**src/i2c_master_transaction_sequencer_unit_assert.svh**
```systemverilog
// Assertion macros for the I2C master transaction sequencer.
`ifndef I2C_MASTER_TRANSACTION_SEQUENCER_UNIT_ASSERT_SVH
`define I2C_MASTER_TRANSACTION_SEQUENCER_UNIT_ASSERT_SVH

// Same-cycle implication, disabled during reset.
`define IMS_ASSERT_NOW(label, clk, rst_n, ante, cons) \
    label: assert property (@(posedge clk) disable iff (!(rst_n)) (ante) |-> (cons)) \
        else $error("ims assertion failed");

// Next-cycle implication, disabled during reset.
`define IMS_ASSERT_NEXT(label, clk, rst_n, ante, cons) \
    label: assert property (@(posedge clk) disable iff (!(rst_n)) (ante) |=> (cons)) \
        else $error("ims assertion failed");

`endif

```
**src/ims_pkg.sv**
```systemverilog
// Types and constants of the I2C master transaction sequencer.
package ims_pkg;

    typedef enum logic [2:0] {
        PH_IDLE   = 3'd0,
        PH_WSTART = 3'd1,
        PH_WADDR  = 3'd2,
        PH_WDATA  = 3'd3,
        PH_RSTART = 3'd4,
        PH_RADDR  = 3'd5,
        PH_RACK   = 3'd6,
        PH_RNACK  = 3'd7
    } t_phase;

    typedef enum logic [2:0] {
        CMD_NONE   = 3'd0,
        CMD_START  = 3'd1,
        CMD_SEND   = 3'd2,
        CMD_RXACK  = 3'd3,
        CMD_RXNACK = 3'd4,
        CMD_STOP   = 3'd5
    } t_cmd;

    localparam logic [7:0] STATUS_MASK   = 8'hf8;
    localparam logic [7:0] ST_START      = 8'h08;
    localparam logic [7:0] ST_RSTART     = 8'h10;
    localparam logic [7:0] ST_WADDR_ACK  = 8'h18;
    localparam logic [7:0] ST_WADDR_NAK  = 8'h20;
    localparam logic [7:0] ST_WDATA_ACK  = 8'h28;
    localparam logic [7:0] ST_WDATA_NAK  = 8'h30;
    localparam logic [7:0] ST_RADDR_ACK  = 8'h40;
    localparam logic [7:0] ST_RADDR_NAK  = 8'h48;
    localparam logic [7:0] ST_RDATA_ACK  = 8'h50;
    localparam logic [7:0] ST_RDATA_NAK  = 8'h58;
    localparam logic [7:0] ADDR_WR_MASK  = 8'hfe;
    localparam logic       FUNC_START    = 1'b0;

    typedef struct packed {
        logic        func;
        logic [7:0]  slave_addr;
        logic [15:0] write_count;
        logic [15:0] read_count;
        logic [7:0]  bus_status;
        logic [7:0]  rx_byte;
        logic [7:0]  tx_byte;
    } t_item;

    // Declared high to low so command lands in the lowest bits.
    typedef struct packed {
        logic [7:0] result_status;
        logic       done_res;
        logic [7:0] rx_data;
        logic       rx_valid;
        logic [7:0] tx_data;
        t_cmd       command;
    } t_res;

    localparam int DATA_W = $bits(t_cmd) + 24;
    localparam int OUT_W  = ((DATA_W + 7) / 8) * 8;

endpackage

```
**src/ims_core.sv**
```systemverilog
// Transaction state and combinational next-command logic.
module ims_core (
    input  logic           i_clk,
    input  logic           i_rst_n,
    input  logic           i_adv,
    input  ims_pkg::t_item i_item,
    output ims_pkg::t_res  o_res,
    output ims_pkg::t_phase o_phase
);
    import ims_pkg::*;

    t_phase      r_phase, n_phase;
    logic [15:0] r_writes_left, n_writes_left;
    logic [15:0] r_reads_left, n_reads_left;
    logic [7:0]  r_target_addr, n_target_addr;
    logic        r_did_write, n_did_write;

    logic [7:0]  s;
    logic [15:0] rd_dec;
    t_res        res;

    assign s      = i_item.bus_status & STATUS_MASK;
    assign rd_dec = (r_reads_left != 16'd0) ? (r_reads_left - 16'd1) : r_reads_left;

    always_comb begin
        res           = '0;
        n_phase       = r_phase;
        n_writes_left = r_writes_left;
        n_reads_left  = r_reads_left;
        n_target_addr = r_target_addr;
        n_did_write   = r_did_write;
        if (i_item.func == FUNC_START) begin
            if (r_phase == PH_IDLE) begin
                n_target_addr = i_item.slave_addr;
                n_writes_left = i_item.write_count;
                n_reads_left  = i_item.read_count;
                if (i_item.write_count != 16'd0) begin
                    n_did_write = 1'b1;
                    res.command = CMD_START;
                    n_phase     = PH_WSTART;
                end else if (i_item.read_count != 16'd0) begin
                    n_did_write = 1'b0;
                    res.command = CMD_START;
                    n_phase     = PH_RSTART;
                end else begin
                    n_did_write  = 1'b0;
                    res.done_res = 1'b1;
                    n_phase      = PH_IDLE;
                end
            end
        end else begin
            unique case (r_phase)
                PH_IDLE: begin
                end
                PH_WSTART: begin
                    if (s != ST_START) begin
                        res.done_res      = 1'b1;
                        res.result_status = s;
                        n_phase           = PH_IDLE;
                    end else begin
                        res.command = CMD_SEND;
                        res.tx_data = r_target_addr & ADDR_WR_MASK;
                        n_phase     = PH_WADDR;
                    end
                end
                PH_WADDR, PH_WDATA: begin
                    if (s != ((r_phase == PH_WADDR) ? ST_WADDR_ACK : ST_WDATA_ACK)) begin
                        res.command = (s == ((r_phase == PH_WADDR) ? ST_WADDR_NAK
                                                                    : ST_WDATA_NAK))
                                      ? CMD_STOP : CMD_NONE;
                        res.done_res      = 1'b1;
                        res.result_status = s;
                        n_phase           = PH_IDLE;
                    end else if (r_writes_left != 16'd0) begin
                        n_writes_left = r_writes_left - 16'd1;
                        res.command   = CMD_SEND;
                        res.tx_data   = i_item.tx_byte;
                        n_phase       = PH_WDATA;
                    end else if (r_reads_left != 16'd0) begin
                        res.command = CMD_START;
                        n_phase     = PH_RSTART;
                    end else begin
                        res.command  = CMD_STOP;
                        res.done_res = 1'b1;
                        n_phase      = PH_IDLE;
                    end
                end
                PH_RSTART: begin
                    if (s != (r_did_write ? ST_RSTART : ST_START)) begin
                        res.done_res      = 1'b1;
                        res.result_status = s;
                        n_phase           = PH_IDLE;
                    end else begin
                        res.command = CMD_SEND;
                        res.tx_data = r_target_addr | 8'h01;
                        n_phase     = PH_RADDR;
                    end
                end
                PH_RADDR: begin
                    if (s != ST_RADDR_ACK) begin
                        res.command       = (s == ST_RADDR_NAK) ? CMD_STOP : CMD_NONE;
                        res.done_res      = 1'b1;
                        res.result_status = s;
                        n_phase           = PH_IDLE;
                    end else if (r_reads_left > 16'd1) begin
                        res.command = CMD_RXACK;
                        n_phase     = PH_RACK;
                    end else begin
                        res.command = CMD_RXNACK;
                        n_phase     = PH_RNACK;
                    end
                end
                PH_RACK: begin
                    if (s != ST_RDATA_ACK) begin
                        res.done_res      = 1'b1;
                        res.result_status = s;
                        n_phase           = PH_IDLE;
                    end else begin
                        res.rx_valid = 1'b1;
                        res.rx_data  = i_item.rx_byte;
                        n_reads_left = rd_dec;
                        if (rd_dec > 16'd1) begin
                            res.command = CMD_RXACK;
                        end else begin
                            res.command = CMD_RXNACK;
                            n_phase     = PH_RNACK;
                        end
                    end
                end
                PH_RNACK: begin
                    if (s != ST_RDATA_NAK) begin
                        res.done_res      = 1'b1;
                        res.result_status = s;
                        n_phase           = PH_IDLE;
                    end else begin
                        res.rx_valid = 1'b1;
                        res.rx_data  = i_item.rx_byte;
                        n_reads_left = 16'd0;
                        res.command  = CMD_STOP;
                        res.done_res = 1'b1;
                        n_phase      = PH_IDLE;
                    end
                end
                default: begin
                    n_phase = PH_IDLE;
                end
            endcase
        end
    end

    always_ff @(posedge i_clk) begin
        if (!i_rst_n) begin
            r_phase       <= PH_IDLE;
            r_writes_left <= 16'd0;
            r_reads_left  <= 16'd0;
            r_target_addr <= 8'd0;
            r_did_write   <= 1'b0;
        end else if (i_adv) begin
            r_phase       <= n_phase;
            r_writes_left <= n_writes_left;
            r_reads_left  <= n_reads_left;
            r_target_addr <= n_target_addr;
            r_did_write   <= n_did_write;
        end
    end

    assign o_res   = res;
    assign o_phase = r_phase;

endmodule

```
**src/i2c_master_transaction_sequencer_unit.sv**
```systemverilog
// Top level of the I2C master transaction sequencer: input register, core, result register.
// One word in gives one word out, and a word can be taken on every cycle while the output
// is not stalled. Each word passes through the input register, then the result register; a
// stalled result holds the input register, and the input side stops once both registers are
// full. Input tuser carries func (0 start request, 1 bus event). Output tdata carries
// command (0 none, 1 start, 2 send, 3 receive with ACK, 4 receive with NACK, 5 stop),
// tx_data, rx_data and result_status (the masked status of a failure); output tuser flags a
// delivered read byte and tlast marks the word that ends a transaction.
`include "i2c_master_transaction_sequencer_unit_assert.svh"

module i2c_master_transaction_sequencer_unit (
    input  logic        i_clk,
    input  logic        i_rst_n,
    input  logic        i_s_tvalid,
    output logic        o_s_tready,
    // slave_addr[7:0], write_count[23:8], read_count[39:24], bus_status[47:40],
    // rx_byte[55:48], tx_byte[63:56]
    input  logic [63:0] i_s_tdata,
    // func[0]
    input  logic        i_s_tuser,
    output logic        o_m_tvalid,
    input  logic        i_m_tready,
    // command[2:0], tx_data[10:3], rx_data[18:11], result_status[26:19], zero[31:27]
    output logic [ims_pkg::OUT_W-1:0] o_m_tdata,
    // rx_valid[0]
    output logic        o_m_tuser,
    output logic        o_m_tlast
);
    import ims_pkg::*;

    logic   r_in_valid;
    t_item  r_in;
    logic   r_out_valid;
    t_res   r_out;
    logic   adv;
    t_res   res;
    t_phase phase;
    logic   rx_cmd_ok;

    assign adv        = r_in_valid && (!r_out_valid || i_m_tready);
    assign o_s_tready = !r_in_valid || adv;

    always_ff @(posedge i_clk) begin
        if (!i_rst_n) begin
            r_in_valid <= 1'b0;
        end else if (o_s_tready) begin
            r_in_valid <= i_s_tvalid;
        end
    end

    always_ff @(posedge i_clk) begin
        if (o_s_tready && i_s_tvalid) begin
            r_in.func        <= i_s_tuser;
            r_in.slave_addr  <= i_s_tdata[7:0];
            r_in.write_count <= i_s_tdata[23:8];
            r_in.read_count  <= i_s_tdata[39:24];
            r_in.bus_status  <= i_s_tdata[47:40];
            r_in.rx_byte     <= i_s_tdata[55:48];
            r_in.tx_byte     <= i_s_tdata[63:56];
        end
    end

    ims_core u_core (
        .i_clk   (i_clk),
        .i_rst_n (i_rst_n),
        .i_adv   (adv),
        .i_item  (r_in),
        .o_res   (res),
        .o_phase (phase)
    );

    always_ff @(posedge i_clk) begin
        if (!i_rst_n) begin
            r_out_valid <= 1'b0;
        end else if (adv) begin
            r_out_valid <= 1'b1;
        end else if (i_m_tready) begin
            r_out_valid <= 1'b0;
        end
    end

    always_ff @(posedge i_clk) begin
        if (adv) begin
            r_out <= res;
        end
    end

    assign o_m_tvalid = r_out_valid;
    assign o_m_tdata  = {{(OUT_W - DATA_W){1'b0}}, r_out.result_status, r_out.rx_data,
                         r_out.tx_data, r_out.command};
    assign o_m_tuser  = r_out.rx_valid;
    assign o_m_tlast  = r_out.done_res;

    assign rx_cmd_ok = (r_out.command == CMD_RXACK) || (r_out.command == CMD_RXNACK) ||
                       (r_out.command == CMD_STOP);

    `IMS_ASSERT_NOW(a_done_idle, i_clk, i_rst_n, r_out_valid && r_out.done_res, phase == PH_IDLE)
    `IMS_ASSERT_NOW(a_rx_cmd, i_clk, i_rst_n, r_out_valid && r_out.rx_valid, rx_cmd_ok)
    `IMS_ASSERT_NEXT(a_in_hold, i_clk, i_rst_n, r_in_valid && !adv, r_in_valid)

endmodule
```
**config.mk**
```make
export PLATFORM = sky130hd
export DESIGN_NAME = i2c_master_transaction_sequencer_unit
export DESIGN_NICKNAME = d
export VERILOG_FILES = /design/src/ims_pkg.sv /design/src/ims_core.sv /design/src/i2c_master_transaction_sequencer_unit.sv
export VERILOG_INCLUDE_DIRS = /design/src /design/src/src
export SDC_FILE = /design/constraint.sdc
export NUM_CORES = 1
export LEC_CHECK = 0
export ABC_CLOCK_PERIOD_IN_PS = 8100
export BUFFER_PORTS_ARGS = -buffer_cell sky130_fd_sc_hd__buf_2
export CAP_MARGIN = 20
export CORE_ASPECT_RATIO = 0.5
export CORE_MARGIN = 2
export CORE_UTILIZATION = 58
export CTS_BUF_LIST = sky130_fd_sc_hd__clkbuf_4 sky130_fd_sc_hd__clkbuf_8
export DETAILED_ROUTE_END_ITERATION = 8
export GPL_ROUTABILITY_DRIVEN = 0
export MAX_ROUTING_LAYER = met4
export PLACE_DENSITY = 0.9
export REMOVE_ABC_BUFFERS = 1
export SETUP_SLACK_MARGIN = 0.1
export SYNTH_ARGS = -nofsm -noshare
export SYNTH_HDL_FRONTEND = slang
export SYNTH_SLANG_ARGS = --single-unit
```
**constraint.sdc**
```tcl
create_clock -name i_clk -period 8.1 [get_ports i_clk]
set_clock_uncertainty 0.15 [all_clocks]
set_input_delay 1.215 -clock i_clk [delete_from_list [all_inputs] [get_ports i_clk]]
set_output_delay 1.215 -clock i_clk [all_outputs]
set_load 0.02 [all_outputs]
```
==> flow_metrics.py <==
metrics = {
    "outcome": {
        "status": "finished clean",
    },
    "global_route": {
        "grt_pass1_vias": 4833,
        "grt_pass1_wl_um": 22800,
        "grtUsageTotal_pct": 24.6,
        "grt-ovfl-total": 0,
        "grt_start_max_net_pins": 62,
        "antenna_found_initial": 0,
    },
    "cells_and_area": {
        "n_fill_cell": 841,
        "diodes": 0,
        "drive_gt1_share_pct": 20.4,
        "seqCellArea_um2": 3510,
        "area.growth.synth_to_final_pct": 13.1,
        "fin_util_pct": 66.5,
        "mostFrequentLayoutCell": "buf_2",
        "multi_input_area_um2": 2600,
        "fin_cells": 846,
        "final_cell_mix": "buf_2 (92), edfxtp_1 (87), nand2_1 (66)",
        "layout.nets": 761,
    },
    "setup_path": {
        "end_kind": "register",
        "worstPathCellList": "or3b_2, a211oi_1, o21a_1, nand2_1, a21oi_1, a21boi_0, o21a_1",
        "cp_max_fo": 16,
        "cp_data_required_time_ps": 8290,
        "cp_top_family": "compound AO/OA/AOI/OAI gates",
        "worst_setup_path_start_kind": "register",
        "slowest_stage": "a21oi_1",
        "r2r_end": "u_core.r_writes_left[4]",
        "crit_path_max_incr_delay_ps": 790,
        "path_depth": 7,
        "regToRegSetupSlack_ps": 4440,
        "critPathKind": "reg2reg",
        "r2r_cells": 7,
        "path_common_cell": "o21a_1",
        "r2r-start": "r_in[20]",
        "arrival_ps": 3840,
        "crit_buf_inv": 0,
    },
    "die": {
        "ios": 105,
        "start_util_pct": 58.8,
        "core_area_um2": 10900,
        "die_width_um": 152,
        "fp.dieH_um": 78.3,
        "rows": 27,
        "dieArea_um2": 11900,
    },
    "synthesis": {
        "syn-instance-count": 615,
        "ys.flop_type": "edfxtp_1",
        "netlist-cell-type-count": 70,
        "ys_seq_area_share_pct": 54.9,
        "synth_edf_count": 87,
        "synth_seq_cells": 132,
        "synth_area_leader_cell": "edfxtp_1",
        "yosysTopAreaCellShare_pct": 40.9,
        "synthArstFlopShare_pct": 0,
        "syn_area_um2": 6390,
        "syn_area_per_cell_um2": 10.4,
        "yosys_warnings": 0,
        "synthTopCellsByArea": "edfxtp_1 (41%), dfxtp_1 (14%), nand2_1 (3.9%)",
    },
    "routing": {
        "via_count": 5180,
        "wl_per_cell_um": 16.6,
        "drt_iter0_markers": 576,
        "vias_per_cell": 6.12,
        "drc": 0,
        "first_pass_iters": 5,
        "drt-total-wl_um": 14000,
        "ant_nets": 0,
    },
    "timing": {
        "relSlewSlack_pct": 29.2,
        "worstMarginPinSlew_ps": 1060,
        "rsz0062_at_grt": "no",
        "maxSlewViolCount": 0,
        "clock.fmax_mhz": 273,
        "hold_viol": 0,
        "finalSetupTns_ps": 0,
        "period_minus_slack_ps": 3660,
        "setup-violations-final": 0,
        "period_share_pct": 45.2,
    },
    "job": {
        "drv_cap": 0,
    },
    "cts": {
        "clock_sinks": 132,
        "cts_tree": "yes",
        "ctsHoldBuffers": 0,
        "clk_pin_slew_ps": 90,
        "cts_setup_buffers": 0,
        "clkLatencyLatePin_ps": 440,
        "h-tree-depth": 4,
        "cts_resized": 0,
        "clk_path_buf_depth": 2,
        "cts_made_buffers": 17,
        "cts_root_buffer": "clkbuf_8",
    },
    "placement": {
        "io_buffers": 92,
        "dp_cells": 814,
        "dp_hpwl_um": 9340,
    },
    "power_and_ir_drop": {
        "p_per_area_nw_per_um2": 214,
        "p_leak_nw": 2.81,
        "peakVddDrop_mv": 0.134,
    },
    "worst_hold_path": {
        "hold_end": "u_core.r_target_addr[1]",
        "holdCritPathClass": "reg2reg",
        "hold_path_depth": 2,
        "min_from": "u_core.r_target_addr[1]",
    },
}
metal layers:
layer	vias up	share of wire (%)	global-route usage (%)
li1	2456	-	-
met3	44	9.0	5.85
met5	-	0	-
met1	2408	44	32.9
met4	0	2.4	10.1
met2	272	45	36.8
power by group:
group	internal [mW]	total, mW	switching [mW]	leakage, nW
Clock	0.256	0.547	0.291	0.193
Combinational	0.0835	0.219	0.136	1.41
Sequential	0.753	0.780	0.0270	1.20
kinds of logic (layout without fill, tap and decap cells):
logic type | after synthesis | in the layout | share of synthesized area [%]
xor+xnor | 5 | 5 | 0.685
compound gates | 171 | 171 | 19.2
fa+ha+maj | 4 | 4 | 0.783
buf+inv | 64 | 143 | 4.87
other cells | 1 | 8 | 0.0586
flops | 132 | 132 | 54.9
simple gates | 233 | 233 | 18.6
mux | 5 | 5 | 0.802
per-stage QoR:
step,instance area [µm²],hold WS (ps),worst slack [ps],power (mW)
after floorplan,6170,294,4580,0.939
final,7230,335,4440,1.55
after CTS,7230,337,4500,1.55
after detailed placement,6840,326,4320,1.01
after global placement,6840,307,4510,0.999
after global routing,7230,357,4150,1.61
synth_stat cells (all sizes together), types with 2 or more instances:
| master | instances |
|---|---|
| edfxtp | 87 |
| nand2 | 66 |
| nor2 | 47 |
| dfxtp | 45 |
| a21oi | 34 |
| o21ai | 29 |
| clkbuf | 27 |
| nor4 | 24 |
| buf | 21 |
| nor3 | 19 |
| a21boi | 18 |
| inv | 15 |
| o211a | 15 |
| nand3 | 14 |
| a22oi | 13 |
| and2 | 11 |
| or3 | 9 |
| nor2b | 8 |
| o21a | 8 |
| nand4 | 7 |
| nand2b | 6 |
| or4 | 6 |
| a211oi | 5 |
| a31oi | 5 |
| o221a | 5 |
| o221ai | 5 |
| or3b | 5 |
| a21o | 4 |
| ha | 4 |
| mux2i | 4 |
| o2bb2ai | 4 |
| xnor2 | 4 |
| nand3b | 3 |
| nor3b | 3 |
| o31ai | 3 |
| a22o | 2 |
| and3 | 2 |
| and4 | 2 |
| o22a | 2 |
| o311ai | 2 |
| o31a | 2 |
area by class of cell:
| type | instances | area share [%] |
|---|---|---|
| clock buffer | 17 | 3.23 |
| clock inverter | 15 | 2.27 |
| inverter | 16 | 0.830 |
| multi-input combinational | 426 | 35.9 |
| sequential | 132 | 48.6 |
| tap | 145 | 2.51 |
| timing repair buffer | 95 | 6.68 |
worst register-to-register path: cells and delay by family, from the launching register on:
family           cells  cell delay, ps
AO/OA/AOI/OAI        5            2120
flip-flops           1             650
AND/OR/NAND/NOR      2             620
flip-flops by register name, summed over array words and instances, names as in the netlist:
name / flops
u_core.r_reads_left: 16
u_core.r_did_write: 1
o_m_tdata: 24
r_in_valid: 1
u_core.r_writes_left: 16
o_m_tlast: 1
u_core.o_phase: 3
r_in: 61
o_m_tvalid: 1
u_core.r_target_addr: 7
o_m_tuser: 1
worst max-delay path by stage:
stage	from	to	slack, ps
3_3_place_gp	i_m_tready	u_core.r_reads_left[15]	4510
3_5_place_dp	i_m_tready	u_core.r_reads_left[15]	4320
5_1_grt	r_in[20]	u_core.r_writes_left[4]	4150
2_1_floorplan	i_m_tready	r_in[0]	4580
6_report	r_in[20]	u_core.r_writes_left[4]	4440
4_1_cts	r_in[20]	u_core.r_writes_left[3]	4500
Power figures use the tool's default switching activity.
